### config.mk
export PLATFORM = sky130hd
export DESIGN_NAME = ego_motion_step_transform_top
export DESIGN_NICKNAME = d
export VERILOG_FILES = /design/src/rtl/emst_pkg.sv /design/src/rtl/ego_motion_step_transform_top.sv /design/src/rtl/emst_mul.sv /design/src/rtl/emst_div.sv /design/src/rtl/emst_seq.sv
export SDC_FILE = /design/constraint.sdc
export NUM_CORES = 2
export LEC_CHECK = 0
export BUFFER_PORTS_ARGS = -buffer_cell sky130_fd_sc_hd__buf_4
export CORE_MARGIN = 5
export CORE_UTILIZATION = 64
export CTS_CLUSTER_DIAMETER = 150
export DETAILED_ROUTE_END_ITERATION = 10
export GPL_TIMING_DRIVEN = 1
export HOLD_SLACK_MARGIN = 0.08
export PLACE_DENSITY = 0.83
export SLEW_MARGIN = 20
export SYNTH_ARGS = -nofsm -noshare
export SYNTH_HDL_FRONTEND = slang
export SYNTH_HIERARCHICAL = 1
export SYNTH_SLANG_ARGS = --single-unit
### constraint.sdc
create_clock -name clk_i -period 35.1 [get_ports clk_i]
set_clock_uncertainty 0.15 [all_clocks]
set_input_delay 0 -clock clk_i [delete_from_list [all_inputs] [get_ports clk_i]]
set_output_delay 0 -clock clk_i [all_outputs]
set_load 0.01 [all_outputs]
### src/rtl/emst_pkg.sv
`timescale 1ns / 1ps
`default_nettype none

package emst_pkg;

  // register map
  localparam logic        RegIdxPeriod = 1'b0;
  localparam logic [15:0] PeriodReset  = 16'd6554;

  // angle constants in 2^-24 rad
  localparam logic signed [28:0] PiS      = 29'sd52707179;
  localparam logic signed [28:0] TwoPiS   = 29'sd105414357;
  localparam logic        [26:0] PiU      = 27'd52707179;
  localparam logic        [26:0] HalfPiU  = 27'd26353589;
  localparam logic        [26:0] QuartPiU = 27'd13176795;

  localparam logic [30:0] OneQ30 = 31'h4000_0000;

  // divisor floors: 66 * 128 for speed, 1049 * 256 for yaw rate
  localparam logic [31:0] SpeedFloorDen = 32'd8448;
  localparam logic [31:0] YawFloorDen   = 32'd268544;

  localparam logic [5:0] DivSteps = 6'd48;

  typedef struct packed {
    logic              present;
    logic              no_lane;
    logic              adas;
    logic              acc;
    logic              pilot;
    logic              nnp;
    logic signed [15:0] speed;
    logic signed [15:0] yaw;
  } in_item_t;

  typedef struct packed {
    logic              valid_res;
    logic              laneless_adas;
    logic              only_acc;
    logic              pilot_engaged;
    logic signed [15:0] forward_step;
    logic signed [15:0] lateral_step;
    logic signed [15:0] heading_step;
    logic signed [15:0] cos_heading;
    logic signed [15:0] sin_heading;
    logic signed [15:0] x_shift;
    logic signed [15:0] y_shift;
    logic signed [15:0] ctrv_lateral_step;
  } res_t;

  typedef struct packed {
    logic        start;
    logic [47:0] num;
    logic [31:0] den;
  } div_req_t;

  typedef struct packed {
    logic        busy;
    logic [47:0] quo;
  } div_rsp_t;

  function automatic logic signed [15:0] sat16(input logic signed [63:0] v);
    if (v > 64'sd32767) return 16'sh7fff;
    else if (v < -64'sd32768) return 16'sh8000;
    else return v[15:0];
  endfunction

  function automatic logic signed [15:0] clamp_q14(input logic signed [63:0] v);
    if (v > 64'sd16384) return 16'sd16384;
    else if (v < -64'sd16384) return -16'sd16384;
    else return v[15:0];
  endfunction

  // round to nearest, ties toward plus infinity
  function automatic logic signed [63:0] round_shift(input logic signed [63:0] v,
                                                    input int unsigned n);
    logic signed [63:0] bias;
    bias = 64'sd1 <<< (n - 1);
    return (v + bias) >>> n;
  endfunction

  function automatic logic [15:0] div_sat(input logic [47:0] q, input logic neg);
    if (neg) begin
      if (q > 48'd32768) return 16'h8000;
      else return 16'(17'd0 - q[16:0]);
    end else if (q > 48'd32767) begin
      return 16'h7fff;
    end else begin
      return q[15:0];
    end
  endfunction

  // taylor divisors: sine levels then cosine levels
  function automatic logic [6:0] series_div(input logic [2:0] k);
    case (k)
      3'd0:    return 7'd72;
      3'd1:    return 7'd42;
      3'd2:    return 7'd20;
      3'd3:    return 7'd6;
      3'd4:    return 7'd56;
      3'd5:    return 7'd30;
      3'd6:    return 7'd12;
      default: return 7'd2;
    endcase
  endfunction

  // floor(2^32 / divisor)
  function automatic logic [31:0] series_recip(input logic [2:0] k);
    case (k)
      3'd0:    return 32'd59652323;
      3'd1:    return 32'd102261126;
      3'd2:    return 32'd214748364;
      3'd3:    return 32'd715827882;
      3'd4:    return 32'd76695844;
      3'd5:    return 32'd143165576;
      3'd6:    return 32'd357913941;
      default: return 32'd2147483648;
    endcase
  endfunction

endpackage

`default_nettype wire

### src/rtl/ego_motion_step_transform_top.sv
`timescale 1ns / 1ps
`default_nettype none

// ego-motion step transform: per tick, forward, lateral and heading steps, cos and sin of
// the heading step, the translation of the 2-d rigid transform and a constant-turn-rate
// lateral step, all 16-bit fixed point with saturation. one item is worked at a time:
// in_ready_o is high only while the sequencer is idle. a tick with inputs_present low
// goes from idle straight to the done state with an all-zero result and leaves the kept
// yaw rate alone. a normal tick's time from acceptance to the output register is set by
// the two 48-step restoring divisions on the shared divider (lateral step, then turn-radius
// step), run back to back, with the trig series running on the shared 33x33 multiplier
// during the first. the finished result sits in an output register, so the next item can
// be taken while it waits for out_ready_i; a stalled output holds the sequencer in its done
// state. sample_period is at apb byte addresses 0 to 3 (only paddr[2] is decoded) and reads
// back; addresses 4 to 7 are ignored.

module ego_motion_step_transform_top import emst_pkg::*; (
  input  logic               clk_i,
  input  logic               rst_ni,
  // config port
  input  logic               psel,
  input  logic               penable,
  input  logic               pwrite,
  input  logic [2:0]         paddr,
  input  logic [31:0]        pwdata,
  output logic [31:0]        prdata,
  output logic               pready,
  // input items
  input  logic               in_valid_i,
  output logic               in_ready_o,
  input  logic               inputs_present_i,
  input  logic               no_lane_perception_i,
  input  logic               adas_pilot_mode_i,
  input  logic               acc_active_i,
  input  logic               pilot_engaged_in_i,
  input  logic               nnp_engaged_i,
  input  logic signed [15:0] speed_i,
  input  logic signed [15:0] yaw_rate_i,
  // result items
  output logic               out_valid_o,
  input  logic               out_ready_i,
  output logic               valid_res_o,
  output logic               laneless_adas_o,
  output logic               only_acc_o,
  output logic               pilot_engaged_o,
  output logic signed [15:0] forward_step_o,
  output logic signed [15:0] lateral_step_o,
  output logic signed [15:0] heading_step_o,
  output logic signed [15:0] cos_heading_o,
  output logic signed [15:0] sin_heading_o,
  output logic signed [15:0] x_shift_o,
  output logic signed [15:0] y_shift_o,
  output logic signed [15:0] ctrv_lateral_step_o
);

  logic [15:0] period_q;
  logic        cfg_wr;
  logic        seq_idle, seq_done, out_load;
  logic        out_valid_q;
  res_t        seq_res, out_q;
  in_item_t    item;

  // register write lands on the access phase
  assign pready = 1'b1;
  assign cfg_wr = psel & penable & pwrite & (paddr[2] == RegIdxPeriod);
  assign prdata = (paddr[2] == RegIdxPeriod) ? {16'd0, period_q} : 32'd0;

  always_ff @(posedge clk_i or negedge rst_ni) begin
    if (!rst_ni) begin
      period_q <= PeriodReset;
    end else if (cfg_wr) begin
      period_q <= pwdata[15:0];
    end
  end

  assign item.present = inputs_present_i;
  assign item.no_lane = no_lane_perception_i;
  assign item.adas    = adas_pilot_mode_i;
  assign item.acc     = acc_active_i;
  assign item.pilot   = pilot_engaged_in_i;
  assign item.nnp     = nnp_engaged_i;
  assign item.speed   = speed_i;
  assign item.yaw     = yaw_rate_i;

  assign in_ready_o = seq_idle;

  emst_seq u_seq (
    .clk_i    (clk_i),
    .rst_ni   (rst_ni),
    .period_i (period_q),
    .start_i  (in_valid_i & seq_idle),
    .item_i   (item),
    .taken_i  (out_load),
    .idle_o   (seq_idle),
    .done_o   (seq_done),
    .res_o    (seq_res)
  );

  // output register, refilled once the previous item leaves
  assign out_load = seq_done & (!out_valid_q | out_ready_i);

  always_ff @(posedge clk_i or negedge rst_ni) begin
    if (!rst_ni) begin
      out_valid_q <= 1'b0;
    end else if (out_load) begin
      out_valid_q <= 1'b1;
    end else if (out_ready_i) begin
      out_valid_q <= 1'b0;
    end
  end

  always_ff @(posedge clk_i) begin
    if (out_load) begin
      out_q <= seq_res;
    end
  end

  assign out_valid_o         = out_valid_q;
  assign valid_res_o         = out_q.valid_res;
  assign laneless_adas_o     = out_q.laneless_adas;
  assign only_acc_o          = out_q.only_acc;
  assign pilot_engaged_o     = out_q.pilot_engaged;
  assign forward_step_o      = out_q.forward_step;
  assign lateral_step_o      = out_q.lateral_step;
  assign heading_step_o      = out_q.heading_step;
  assign cos_heading_o       = out_q.cos_heading;
  assign sin_heading_o       = out_q.sin_heading;
  assign x_shift_o           = out_q.x_shift;
  assign y_shift_o           = out_q.y_shift;
  assign ctrv_lateral_step_o = out_q.ctrv_lateral_step;

endmodule

`default_nettype wire

### src/rtl/emst_mul.sv
`timescale 1ns / 1ps
`default_nettype none

module emst_mul (
  input  logic               clk_i,
  input  logic               en_i,
  input  logic signed [32:0] a_i,
  input  logic signed [32:0] b_i,
  output logic signed [63:0] p_o
);

  logic signed [65:0] full;
  logic signed [63:0] p_q;

  assign full = a_i * b_i;

  always_ff @(posedge clk_i) begin
    if (en_i) begin
      p_q <= full[63:0];
    end
  end

  assign p_o = p_q;

endmodule

`default_nettype wire

### src/rtl/emst_div.sv
`timescale 1ns / 1ps
`default_nettype none

module emst_div import emst_pkg::*; (
  input  logic     clk_i,
  input  logic     rst_ni,
  input  div_req_t req_i,
  output div_rsp_t rsp_o
);

  logic        busy_q, busy_d;
  logic [5:0]  cnt_q, cnt_d;
  logic [47:0] work_q, work_d;
  logic [32:0] rem_q, rem_d;
  logic [31:0] den_q, den_d;
  logic [32:0] rem_sh;
  logic        ge;

  // restoring division, one quotient bit per cycle
  always_comb begin
    rem_sh = {rem_q[31:0], work_q[47]};
    ge     = rem_sh >= {1'b0, den_q};
    busy_d = busy_q;
    cnt_d  = cnt_q;
    work_d = work_q;
    rem_d  = rem_q;
    den_d  = den_q;
    if (req_i.start) begin
      busy_d = 1'b1;
      cnt_d  = DivSteps;
      work_d = req_i.num;
      rem_d  = '0;
      den_d  = req_i.den;
    end else if (busy_q) begin
      rem_d  = ge ? rem_sh - {1'b0, den_q} : rem_sh;
      work_d = {work_q[46:0], ge};
      cnt_d  = cnt_q - 6'd1;
      if (cnt_q == 6'd1) begin
        busy_d = 1'b0;
      end
    end
  end

  always_ff @(posedge clk_i or negedge rst_ni) begin
    if (!rst_ni) begin
      busy_q <= 1'b0;
      cnt_q  <= '0;
    end else begin
      busy_q <= busy_d;
      cnt_q  <= cnt_d;
    end
  end

  always_ff @(posedge clk_i) begin
    work_q <= work_d;
    rem_q  <= rem_d;
    den_q  <= den_d;
  end

  assign rsp_o.busy = busy_q;
  assign rsp_o.quo  = work_q;

endmodule

`default_nettype wire

### src/rtl/emst_seq.sv
`timescale 1ns / 1ps
`default_nettype none

module emst_seq import emst_pkg::*; (
  input  logic       clk_i,
  input  logic       rst_ni,
  input  logic [15:0] period_i,
  input  logic       start_i,
  input  in_item_t   item_i,
  input  logic       taken_i,
  output logic       idle_o,
  output logic       done_o,
  output res_t       res_o
);

  localparam logic [4:0] S_IDLE  = 5'd0;
  localparam logic [4:0] S_MSPD  = 5'd1;
  localparam logic [4:0] S_FWD   = 5'd2;
  localparam logic [4:0] S_HEAD  = 5'd3;
  localparam logic [4:0] S_FSQ   = 5'd4;
  localparam logic [4:0] S_LNUM  = 5'd5;
  localparam logic [4:0] S_X2R   = 5'd6;
  localparam logic [4:0] S_PA    = 5'd7;
  localparam logic [4:0] S_PB    = 5'd8;
  localparam logic [4:0] S_PC    = 5'd9;
  localparam logic [4:0] S_PD    = 5'd10;
  localparam logic [4:0] S_SFIN  = 5'd11;
  localparam logic [4:0] S_SRES  = 5'd12;
  localparam logic [4:0] S_TEND  = 5'd13;
  localparam logic [4:0] S_CQ    = 5'd14;
  localparam logic [4:0] S_CNUM  = 5'd15;
  localparam logic [4:0] S_XA    = 5'd16;
  localparam logic [4:0] S_XB    = 5'd17;
  localparam logic [4:0] S_YA    = 5'd18;
  localparam logic [4:0] S_YB    = 5'd19;
  localparam logic [4:0] S_CWAIT = 5'd20;
  localparam logic [4:0] S_DONE  = 5'd21;

  logic [4:0] state_q, state_d;
  logic [1:0] lvl_q, lvl_d;
  logic       cos_ser_q, cos_ser_d;
  logic signed [15:0] prev_yaw_q, prev_yaw_d;

  in_item_t item_q, item_d;
  logic signed [15:0] fwd_q, fwd_d, head_q, head_d, lat_q, lat_d;
  logic signed [15:0] cq_q, cq_d, sq_q, sq_d, xs_q, xs_d, ys_q, ys_d, ctrv_q, ctrv_d;
  logic [29:0] x_q, x_d;
  logic        swap_q, swap_d, negc_q, negc_d, negs_q, negs_d;
  logic [30:0] x2_q, x2_d, t_q, t_d, sres_q, sres_d;
  logic [31:0] y_q, y_d, q0_q, q0_d;
  logic signed [31:0] c30_q, c30_d, s30_q, s30_d, acc_q, acc_d;

  logic               mul_en;
  logic signed [32:0] mul_a, mul_b;
  logic signed [63:0] prod;
  div_req_t           div_req;
  div_rsp_t           div_rsp;

  logic signed [15:0] spd, yaw;
  logic [15:0] ayp, aspd, ayaw;
  logic [31:0] den_lat, den_ctrv;
  logic        yaw_big, neg_w, neg_ctrv;
  logic signed [28:0] ang_a, ang_r;
  logic [26:0] ang_m, ang_f;
  logic        fold_negc, fold_swap;
  logic [29:0] fold_x;
  logic [2:0]  ser_k;
  logic [6:0]  ser_d;
  logic [31:0] pd_r, pd_q;
  logic [30:0] c_raw, s_raw;
  logic signed [31:0] c_mag, s_mag;
  logic signed [32:0] omc;
  logic signed [63:0] mix;

  emst_mul u_mul (
    .clk_i (clk_i),
    .en_i  (mul_en),
    .a_i   (mul_a),
    .b_i   (mul_b),
    .p_o   (prod)
  );

  emst_div u_div (
    .clk_i  (clk_i),
    .rst_ni (rst_ni),
    .req_i  (div_req),
    .rsp_o  (div_rsp)
  );

  // operand preparation
  always_comb begin
    spd  = item_q.speed;
    yaw  = item_q.yaw;
    ayp  = prev_yaw_q[15] ? 16'(-prev_yaw_q) : prev_yaw_q;
    aspd = spd[15] ? 16'(-spd) : spd;
    ayaw = yaw[15] ? 16'(-yaw) : yaw;
    den_lat  = (spd > 16'sd0) ? 32'({spd[14:0], 15'd0}) : SpeedFloorDen;
    yaw_big  = (yaw > 16'sd4) || (yaw < -16'sd4);
    den_ctrv = yaw_big ? {ayaw, 16'd0} : YawFloorDen;
    neg_w    = yaw_big ? yaw[15] : !(yaw > 16'sd0);
    neg_ctrv = spd[15] ^ neg_w;

    // heading fold to [0, pi/4]
    ang_a = $signed({head_q[15], head_q, 12'd0});
    if (ang_a > PiS) ang_r = ang_a - TwoPiS;
    else if (ang_a < -PiS) ang_r = ang_a + TwoPiS;
    else ang_r = ang_a;
    ang_m     = ang_r[28] ? 27'(-ang_r) : 27'(ang_r);
    fold_negc = ang_m > HalfPiU;
    ang_f     = fold_negc ? PiU - ang_m : ang_m;
    fold_swap = ang_f > QuartPiU;
    fold_x    = fold_swap ? 30'({HalfPiU - ang_f, 6'd0}) : 30'({ang_f, 6'd0});

    ser_k = {cos_ser_q, lvl_q};
    ser_d = series_div(ser_k);
    pd_r  = y_q - prod[31:0];
    pd_q  = q0_q + 32'(pd_r >= 32'(ser_d));

    c_raw = swap_q ? sres_q : t_q;
    s_raw = swap_q ? t_q : sres_q;
    c_mag = $signed({1'b0, c_raw});
    s_mag = $signed({1'b0, s_raw});
    omc   = 33'sh0_4000_0000 - 33'(c30_q);
  end

  always_comb begin
    state_d    = state_q;
    lvl_d      = lvl_q;
    cos_ser_d  = cos_ser_q;
    prev_yaw_d = prev_yaw_q;
    item_d  = item_q;
    fwd_d   = fwd_q;
    head_d  = head_q;
    lat_d   = lat_q;
    cq_d    = cq_q;
    sq_d    = sq_q;
    xs_d    = xs_q;
    ys_d    = ys_q;
    ctrv_d  = ctrv_q;
    x_d     = x_q;
    swap_d  = swap_q;
    negc_d  = negc_q;
    negs_d  = negs_q;
    x2_d    = x2_q;
    t_d     = t_q;
    sres_d  = sres_q;
    y_d     = y_q;
    q0_d    = q0_q;
    c30_d   = c30_q;
    s30_d   = s30_q;
    acc_d   = acc_q;
    mix     = '0;
    mul_en  = 1'b0;
    mul_a   = '0;
    mul_b   = '0;
    div_req = '0;

    unique case (state_q)
      S_IDLE: begin
        if (start_i) begin
          item_d  = item_i;
          state_d = item_i.present ? S_MSPD : S_DONE;
        end
      end
      S_MSPD: begin
        mul_en  = 1'b1;
        mul_a   = 33'(spd);
        mul_b   = 33'(period_i);
        state_d = S_FWD;
      end
      S_FWD: begin
        fwd_d   = sat16(round_shift(prod, 14));
        mul_en  = 1'b1;
        mul_a   = 33'(yaw);
        mul_b   = 33'(period_i);
        state_d = S_HEAD;
      end
      S_HEAD: begin
        head_d  = sat16(round_shift(prod, 16));
        mul_en  = 1'b1;
        mul_a   = 33'(fwd_q);
        mul_b   = 33'(fwd_q);
        state_d = S_FSQ;
      end
      S_FSQ: begin
        mul_en  = 1'b1;
        mul_a   = prod[32:0];
        mul_b   = 33'(ayp);
        x_d     = fold_x;
        swap_d  = fold_swap;
        negc_d  = fold_negc;
        negs_d  = ang_r[28];
        state_d = S_LNUM;
      end
      S_LNUM: begin
        div_req.start = 1'b1;
        div_req.num   = prod[47:0] + 48'(den_lat >> 1);
        div_req.den   = den_lat;
        mul_en  = 1'b1;
        mul_a   = 33'(x_q);
        mul_b   = 33'(x_q);
        state_d = S_X2R;
      end
      S_X2R: begin
        x2_d      = prod[60:30];
        t_d       = OneQ30;
        lvl_d     = 2'd0;
        cos_ser_d = 1'b0;
        state_d   = S_PA;
      end
      S_PA: begin
        mul_en  = 1'b1;
        mul_a   = 33'(x2_q);
        mul_b   = 33'(t_q);
        state_d = S_PB;
      end
      S_PB: begin
        y_d     = prod[61:30];
        mul_en  = 1'b1;
        mul_a   = 33'(prod[61:30]);
        mul_b   = 33'(series_recip(ser_k));
        state_d = S_PC;
      end
      S_PC: begin
        q0_d    = prod[63:32];
        mul_en  = 1'b1;
        mul_a   = 33'(prod[63:32]);
        mul_b   = 33'(ser_d);
        state_d = S_PD;
      end
      S_PD: begin
        // quotient estimate is low by at most one
        t_d = OneQ30 - pd_q[30:0];
        if (lvl_q != 2'd3) begin
          lvl_d   = lvl_q + 2'd1;
          state_d = S_PA;
        end else if (!cos_ser_q) begin
          state_d = S_SFIN;
        end else begin
          state_d = S_TEND;
        end
      end
      S_SFIN: begin
        mul_en  = 1'b1;
        mul_a   = 33'(x_q);
        mul_b   = 33'(t_q);
        state_d = S_SRES;
      end
      S_SRES: begin
        sres_d    = prod[60:30];
        t_d       = OneQ30;
        lvl_d     = 2'd0;
        cos_ser_d = 1'b1;
        state_d   = S_PA;
      end
      S_TEND: begin
        c30_d   = negc_q ? -c_mag : c_mag;
        s30_d   = negs_q ? -s_mag : s_mag;
        state_d = S_CQ;
      end
      S_CQ: begin
        cq_d    = clamp_q14(round_shift(64'(c30_q), 16));
        sq_d    = clamp_q14(round_shift(64'(s30_q), 16));
        mul_en  = 1'b1;
        mul_a   = 33'(aspd);
        mul_b   = omc;
        state_d = S_CNUM;
      end
      S_CNUM: begin
        if (!div_rsp.busy) begin
          lat_d = div_sat(div_rsp.quo, prev_yaw_q[15]);
          div_req.start = 1'b1;
          div_req.num   = prod[47:0] + 48'(den_ctrv >> 1);
          div_req.den   = den_ctrv;
          mul_en  = 1'b1;
          mul_a   = 33'(fwd_q);
          mul_b   = 33'(cq_q);
          state_d = S_XA;
        end
      end
      S_XA: begin
        acc_d   = prod[31:0];
        mul_en  = 1'b1;
        mul_a   = 33'(lat_q);
        mul_b   = 33'(sq_q);
        state_d = S_XB;
      end
      S_XB: begin
        mix     = 64'(acc_q) + prod;
        xs_d    = sat16(-round_shift(mix, 14));
        mul_en  = 1'b1;
        mul_a   = 33'(fwd_q);
        mul_b   = 33'(sq_q);
        state_d = S_YA;
      end
      S_YA: begin
        acc_d   = prod[31:0];
        mul_en  = 1'b1;
        mul_a   = 33'(lat_q);
        mul_b   = 33'(cq_q);
        state_d = S_YB;
      end
      S_YB: begin
        mix     = 64'(acc_q) - prod;
        ys_d    = sat16(round_shift(mix, 14));
        state_d = S_CWAIT;
      end
      S_CWAIT: begin
        if (!div_rsp.busy) begin
          ctrv_d     = div_sat(div_rsp.quo, neg_ctrv);
          prev_yaw_d = yaw;
          state_d    = S_DONE;
        end
      end
      S_DONE: begin
        if (taken_i) begin
          state_d = S_IDLE;
        end
      end
      default: begin
        state_d = S_IDLE;
      end
    endcase
  end

  always_ff @(posedge clk_i or negedge rst_ni) begin
    if (!rst_ni) begin
      state_q    <= S_IDLE;
      lvl_q      <= '0;
      cos_ser_q  <= 1'b0;
      prev_yaw_q <= '0;
    end else begin
      state_q    <= state_d;
      lvl_q      <= lvl_d;
      cos_ser_q  <= cos_ser_d;
      prev_yaw_q <= prev_yaw_d;
    end
  end

  always_ff @(posedge clk_i) begin
    item_q <= item_d;
    fwd_q  <= fwd_d;
    head_q <= head_d;
    lat_q  <= lat_d;
    cq_q   <= cq_d;
    sq_q   <= sq_d;
    xs_q   <= xs_d;
    ys_q   <= ys_d;
    ctrv_q <= ctrv_d;
    x_q    <= x_d;
    swap_q <= swap_d;
    negc_q <= negc_d;
    negs_q <= negs_d;
    x2_q   <= x2_d;
    t_q    <= t_d;
    sres_q <= sres_d;
    y_q    <= y_d;
    q0_q   <= q0_d;
    c30_q  <= c30_d;
    s30_q  <= s30_d;
    acc_q  <= acc_d;
  end

  assign idle_o = (state_q == S_IDLE);
  assign done_o = (state_q == S_DONE);

  // absent inputs give an all-zero result
  always_comb begin
    res_o = '0;
    if (item_q.present) begin
      res_o.valid_res         = 1'b1;
      res_o.laneless_adas     = item_q.no_lane & item_q.adas;
      res_o.only_acc          = item_q.acc & !item_q.pilot & !item_q.nnp;
      res_o.pilot_engaged     = item_q.pilot;
      res_o.forward_step      = fwd_q;
      res_o.lateral_step      = lat_q;
      res_o.heading_step      = head_q;
      res_o.cos_heading       = cq_q;
      res_o.sin_heading       = sq_q;
      res_o.x_shift           = xs_q;
      res_o.y_shift           = ys_q;
      res_o.ctrv_lateral_step = ctrv_q;
    end
  end

endmodule

`default_nettype wire

# After elaboration in Yosys (flattened, before gate mapping)
# Index checks and enable logic that the tools add are counted.
[totals] reg_bits=807 inputBits=80 output_inout_bits=167 word_cells=241
[op_classes] add_sub_neg=29 n_mul=1 order_cmp=24 n_eq_ne=34 muxes=59 bitwise=12 reduce_logical=26
[ops] cell="case mux 33 bit (11 select lines)" count=2
[ops] cell="two-way mux 16 bit" count=14
[ops] cell="case mux 32 bit (7 select lines)" count=1
[ops] cell="adder 64 x 15 -> 64 bit (second input constant)" count=3
[ops] cell="case mux 81 bit (2 select lines)" count=1
[ops] cell="two-way mux 132 bit" count=1
[ops] cell="two-way mux 31 bit" count=4
[ops] cell="case mux 5 bit (21 select lines)" count=1
[ops] cell="greater-than comparator 50 x 16 -> 1 bit (second input constant)" count=2
[ops] cell="less-than comparator 50 x 16 -> 1 bit (second input constant)" count=2
[ops] cell="greater-than comparator 48 x 16 -> 1 bit (second input constant)" count=2
[ops] cell="two-way mux 48 bit" count=2
[ops] cell="two-way mux 81 bit" count=1
[ops] cell="adder 32 x 17 -> 33 bit (second input constant)" count=2
[ops] cell="two-way mux 33 bit" count=2
[ops] cell="adder 32 x 64 -> 64 bit" count=1
[ops] cell="adder 64 x 17 -> 64 bit (second input constant)" count=1
[ops] cell="greater-than comparator 64 x 16 -> 1 bit (second input constant)" count=1
[ops] cell="less-than comparator 64 x 16 -> 1 bit (second input constant)" count=1
[ops] cell="multiplier 33 x 33 -> 64 bit" count=1
[ops] cell="two-way mux 32 bit" count=2
[ops] cell="negator 31 -> 32 bit" count=2
[ops] cell="negator 50 -> 64 bit" count=1
[ops] cell="subtractor 32 bit" count=2
[ops] cell="64 further kinds" count=133

# Logic depth before layout (Yosys ltp)
[logic_depth] ltp_word=9 depth_mapped=41 depth_no_buf=41

# Cells and area by module
# The synthesis kept the hierarchy.
[modules_own_cells] mod="emst_seq" n_inst=1 cells_per_inst=4983 area_each_um2=43118.9 seq_area_each_um2=13513.0
[modules_own_cells] mod="emst_mul" n_inst=1 cells_per_inst=4244 area_each_um2=40426.3 seq_area_each_um2=1921.8
[modules_own_cells] mod="emst_div" n_inst=1 cells_per_inst=636 area_each_um2=6767.7 seq_area_each_um2=3218.1
[modules_own_cells] mod="ego_motion_step_transform_top" n_inst=1 cells_per_inst=207 area_each_um2=4922.2 seq_area_each_um2=4398.0

# Least setup slack after synthesis
# OpenSTA, ideal clock, no wires.
[synth_path] path_type="register to register" from="register u_seq.c30_q[6]" to="register u_seq.u_mul.p_q[63], in the netlist u_seq/u_mul/p_o[63], data pin" setup_ps=260 arrival_time_ps=10870 t_required_ps=34690 setup_slack_ps=23820 path_stages_with_launch=37 n_path_buf=2 period_less_slack_ps=11280 path_cell_list="edfxtp_1 > or4_1 > nor4_1 > nand2b_1 > or4_1 > nor2_1 > nand2_1 > or4_1 > or3_1 > or3_1 > or2_2 > o31ai_1 > xor2_1 > o211ai_1 > clkbuf_1 > and2_1 > fa_1 > fa_1 > fa_1 > fa_1 > fa_1 > fa_1 > fa_1 > inv_1 > fa_1 > inv_1 > ha_1 > clkbuf_1 > and4_1 > nand3_1 > nor4b_1 > o31ai_1 > a31oi_1 > a41oi_1 > o31ai_1 > a21oi_1 > xnor2_1"
[synth_via] elab_chain_cells=3
[synth_lines] element="start: declaration" line_no="emst_seq.sv:51" source="logic signed [31:0] c30_q, c30_d, s30_q, s30_d, acc_q, acc_d;"
[synth_lines] element="start signal: assignment" line_no="emst_seq.sv:359" source="c30_q <= c30_d;"
[synth_lines] element="subtractor 32 x 32 -> 33 bit" line_no="emst_seq.sv:123" source="omc = 33'sh0_4000_0000 - 33'(c30_q);"
[synth_lines] element="case mux 33 bit (11 select lines)" line_no="emst_seq.sv:158" source="unique case (state_q)"
[synth_lines] element="via u_seq.mul_b[31]" line_no="emst_seq.sv:54" source="logic signed [32:0] mul_a, mul_b;"
[synth_lines] element="multiplier 33 x 33 -> 64 bit" line_no="emst_mul.sv:15" source="assign full = a_i * b_i;"
[synth_lines] element="via u_seq.u_mul.full[63]" line_no="emst_mul.sv:12" source="logic signed [65:0] full;"
[synth_lines] element="end signal: assignment" line_no="emst_mul.sv:19" source="p_q <= full[63:0];"
[synth_lines] element="end: declaration" line_no="emst_mul.sv:13" source="logic signed [63:0] p_q;"
# The timed path passes the listed nets, and every way through them passes these cells.
# A chain may end at the register's enable or synchronous reset.

# Worst setup path after layout
[layout_path] from="register u_seq.state_q[4]" to="register u_seq.u_mul.p_q[61], in the netlist u_seq/u_mul/p_o[61], data pin"
[layout_via] elab_chain_cells=4 elab_cells_between_ends=23 cone_classes="mul (1); eq/ne (14); mux (2); reduce/logical (6)"
[layout_lines] element="start: declaration" line_no="emst_seq.sv:39" source="logic [4:0] state_q, state_d;"
[layout_lines] element="start signal: assignment" line_no="emst_seq.sv:333" source="state_q <= state_d;"
[layout_lines] element="== test 5 bit, or another cell as far along" line_no="emst_seq.sv:158"
[layout_lines] element="OR reduction 2 bit (no source line)"
[layout_lines] element="case mux 33 bit (11 select lines) (*)" line_no="emst_seq.sv:158"
[layout_lines] element="via u_seq.mul_a[32]" line_no="emst_seq.sv:54"
[layout_lines] element="multiplier 33 x 33 -> 64 bit (*)" line_no="emst_mul.sv:15"
[layout_lines] element="via u_seq.u_mul.full[61]" line_no="emst_mul.sv:12"
# The timed path passes the listed nets; every way through them passes the cells marked *.

==> results.txt <==
----------------------------------------------------
[Global routing]
  Vias in the first global route ... between 80,000 and 90,000
  Initial antenna violation count ... 21
  Global-route wire length before repair ... around 470 mm
  Largest net degree at the start of global routing ... 86
  Total GRT Usage ... about 40%
  Remaining global-route overflow ... 0

[Worst setup path]
  Endpoint of the lowest-slack register-to-register path ... u_seq/u_mul/p_o[61]
  Peak fanout along the critical path ... just under 50
  Arrival time of the worst setup path ... ~14 ns
  Crit. path cell count ... 37
  Setup slack, reg-to-reg ... ~21 ns
  Required time at the endpoint of the critical path ... 35.40 ns
  Crit path max-delay cell type ... dfrtp_1
  Type of the setup path with the least slack ... flop to flop
  Worst path top cell family by delay ... adder cells
  Start point of the critical path ... u_seq/state_q[4]
  CP max stage delay ... 0.87 ns
  Worst reg-to-reg path cell count ... 37
  Kind of launch point of the worst setup path ... flop
  Critical R2R Launch ... u_seq/state_q[4]
  Crit path capture type ... flop
  Critical path buffer and inverter count ... 12

[CTS]
  # clock sinks ... between 700 and 800
  Clock latency on the worst-skew pair ... between 0.7 and 0.8 ns
  Max H-tree Level ... 3
  Num CTS Buffers ... 86
  CTS tree ... done
  Buffer depth of the longest clock path ... 3
  Post-CTS Setup Repair Bufs ... 0
  Clock tree root buffer cell ... clkbuf_16
  Resize count post-CTS ... 0
  Hold buffer count at CTS ... 130
  Clock-pin slew of the registers on the worst-case setup and hold paths ... ~0.060 ns

[Pwr]
  Pwr per Cell Area ... approximately 20 mW/mm^2
  VDD IR-drop max ... ~35 uV
  Leak ... about 0.048 uW

[STA]
  Unrepaired setup endpoints after global routing ... false
  Final period utilization ... around two fifths
  Actual transition at the worst max-transition pin ... ~1.3 ns
  Timing-limited maximum frequency ... 73.4 MHz
  Total count of hold-check failures in the final report ... 0
  Final-report max-slew violation count ... 0
  Final-report setup violation count ... 0
  Max transition margin ... between 10% and 20%
  Total negative slack for setup checks ... 0 ns
  Final critical path time including I/O delays and setup ... 13.62 ns

[Synthesis]
  Synthesis Warnings ... 6
  Proportion of synthesized chip area in sequential cells ... between 20% and 30%
  Number of enable-type register cells in the synthesized netlist ... 706
  Number of standard cells after synthesis ... roughly 10,000
  Cell with the most instances after synthesis ... inv_1
  Share of async-settable or async-resettable flops after synthesis ... under 10%
  Area fraction of the dominant cell type after synthesis ... 23.7%
  Area leader, netlist ... fa_1
  Post-synth design cell area ... around 0.095 mm^2
  Average footprint of a synthesized cell ... 9.46 um^2
  Cell types with the highest counts after synthesis ... 1,482 x inv_1, 1,127 x fa_1, 946 x nand2_1
  Number of register bits inferred by synthesis ... approximately 800
  Top flip-flop cell by instance count after synthesis ... edfxtp_1
  Unique cell type count in the Yosys netlist ... around 140
  Cell types with the largest area share after synthesis ... fa_1 24%, edfxtp_1 22%, ha_1 8.2%

[Worst hold path]
  Path class of the lowest-slack min-delay path ... primary input to output port
  Worst Hold Depth ... 3
  Hold path start ... paddr[2]
  Terminating pin of the worst hold path ... prdata[5]

[Final layout]
  Net total in the final layout ... 12,000
  Cell area after layout ... ~0.10 mm^2
  Synth-to-layout area growth ... 8.47%
  Fraction of final layout cells sized beyond drive strength 1 ... 7.82%

[Status]
  Outcome ... completed

[Floorplan]
  Die Footprint ... approximately 0.16 mm^2
  Horizontal extent of the die ... ~400 um
  Die height ... 396 um
  Io pins ... between 200 and 250
  Std-Cell Rows ... about 140
  Core ar. ... ~0.15 mm^2
  Initial core utilization ... between 60% and 70%

[Routing]
  Iteration count of the initial detailed-routing pass ... 10
  Number of nets with antenna violations after detailed routing ... 0
  Total number of vias ... roughly 79,000
  Routed wirelength normalized by instance count ... between 20 and 30 um
  Number of vias per cell ... 6.45
  Total wire length ... just over 300 mm
  Post-route DRC violation count ... 0
  Number of DRC violations after detailed-routing iteration 0 ... roughly 8,700

[Place]
  # port buffers ... roughly 210
  Area post-placement ... 0.0988 mm^2
  Final weighted congestion in routability-driven placement ... ~1.0
  Half-perimeter wire length after detailed placement ... ~230 mm

[Run]
  Count of max-cap constraint violations ... 0

----------------------------------------------------
[registers in the layout (all words and copies together) (netlist names), 17 cells and up]
name                count
u_seq/y_q              32
u_seq/q0_q             31
u_seq/u_div/den_q      32
u_seq/x_q              24
u_seq/acc_q            32
u_seq/u_mul/p_o        64
u_seq/sres_q           31
u_seq/c30_q            32
u_seq/u_div/rem_q      32
u_seq/x2_q             31
u_seq/s30_q            17
u_seq/t_q              31
u_seq/u_div/work_q     48
[power by group]
part / internal [uW] / switching [uW] / total (uW) / leakage (uW)
clock: 570 / 420 / 990 / 0.00147
sequential: 1010 / 7.40 / 1020 / 0.00730
combinational: 30.3 / 19.3 / 49.6 / 0.0392
total: 1610 / 447 / 2060 / 0.0479
[metrics by stage]
step / total power [uW] / hold WS, ns / setup slack (ns) / std cells / util, %
CTS: 2060 / 0.240 / 21.73 / 12200 / 69.8
finish: 2060 / 0.273 / 21.48 / 12200 / 69.9
detailed placement: 1070 / -0.0747 / 21.80 / 11900 / 66.9
floorplan: 1050 / -0.446 / 23.82 / 10100 / -
global route: 2110 / 0.291 / 21.09 / 12200 / 69.8
global placement: 1070 / -0.0759 / 21.90 / 11900 / 66.9
[final cells by class]
class / instances / area (um^2)
well taps: 1930 / 2410
clock buffers: 100 / 2280
flip-flops and latches: 786 / 23100
fillers: 10900 / 44500
repair buffers: 523 / 4310
inverters: 1490 / 5600
clock inverters: 62 / 773
diodes: 16 / 40.0
multi-input cells: 7314 / 64800
[worst register-to-register path, delay by kind of cell (launching register included)]
kind / cells / cell delay [ns]
AO/OA/AOI/OAI: 9 / 2.38
flip-flops: 1 / 0.87
adder cells (fa/ha/maj): 9 / 5.15
XOR/XNOR: 1 / 0.15
buffers and inverters: 12 / 2.95
AND/OR/NAND/NOR: 6 / 1.72
[how the worst max path moves through the flow]
stage	slack, ns	endpoint
6_report	21.48	u_seq/u_mul/p_o[61]
2_1_floorplan	23.82	u_seq/u_mul/p_o[63]
3_5_place_dp	21.80	u_seq/u_mul/p_o[61]
5_1_grt	21.09	u_seq/u_mul/p_o[63]
3_3_place_gp	21.90	u_seq/u_mul/p_o[63]
4_1_cts	21.73	u_seq/u_mul/p_o[61]
[cells by family after synthesis]
| family | count (synthesis) | share of synthesized area [%] |
|---|---|---|
| and+or+nand+nor | 3181 | 17.0 |
| buffers and inverters | 1995 | 8.07 |
| adders and majority gates | 1749 | 31.9 |
| AOI/OAI and AO/OA | 1650 | 11.9 |
| DFF | 786 | 24.2 |
| xor gates and xnor gates | 543 | 5.03 |
| muxes | 163 | 1.88 |
| other | 3 | 0.0118 |
[layout by cell type (no fill, tap or decap), drive strengths merged, types with 48 or more instances in the layout]
cell type and instances:
o21bai 50, and3 61, a221oi 48, nand2 946
dlygate4sd3 129, mux2i 69, nand4 114, a21oi 401
nand3 234, and2 735, or3 68, nor2 474
nor3 154, a22oi 86, xnor2 358, nor4 78
a31oi 57, nand2b 69, o211ai 56, mux2 94
nor2b 93, clkbuf 100, o31ai 56, o22ai 52
o21ai 307, fa 1127, buf 394, xor2 184
ha 621, a21o 125, a211oi 53, edfxtp 706
inv 1498
[per-layer routing]
layer | wire length [um] | share of wire (%) | GRT usage [%] | up-vias
met2 | 140000 | 45 | 61.9 | 5094
met4 | 26100 | 8.5 | 26.4 | 12
li1 | - | - | - | 34000
met5 | 348 | 0.11 | 0 | -
met3 | 36600 | 12 | 10.0 | 1466
met1 | 106000 | 34 | 47.4 | 38200
(Power assumes the default switching activity.)
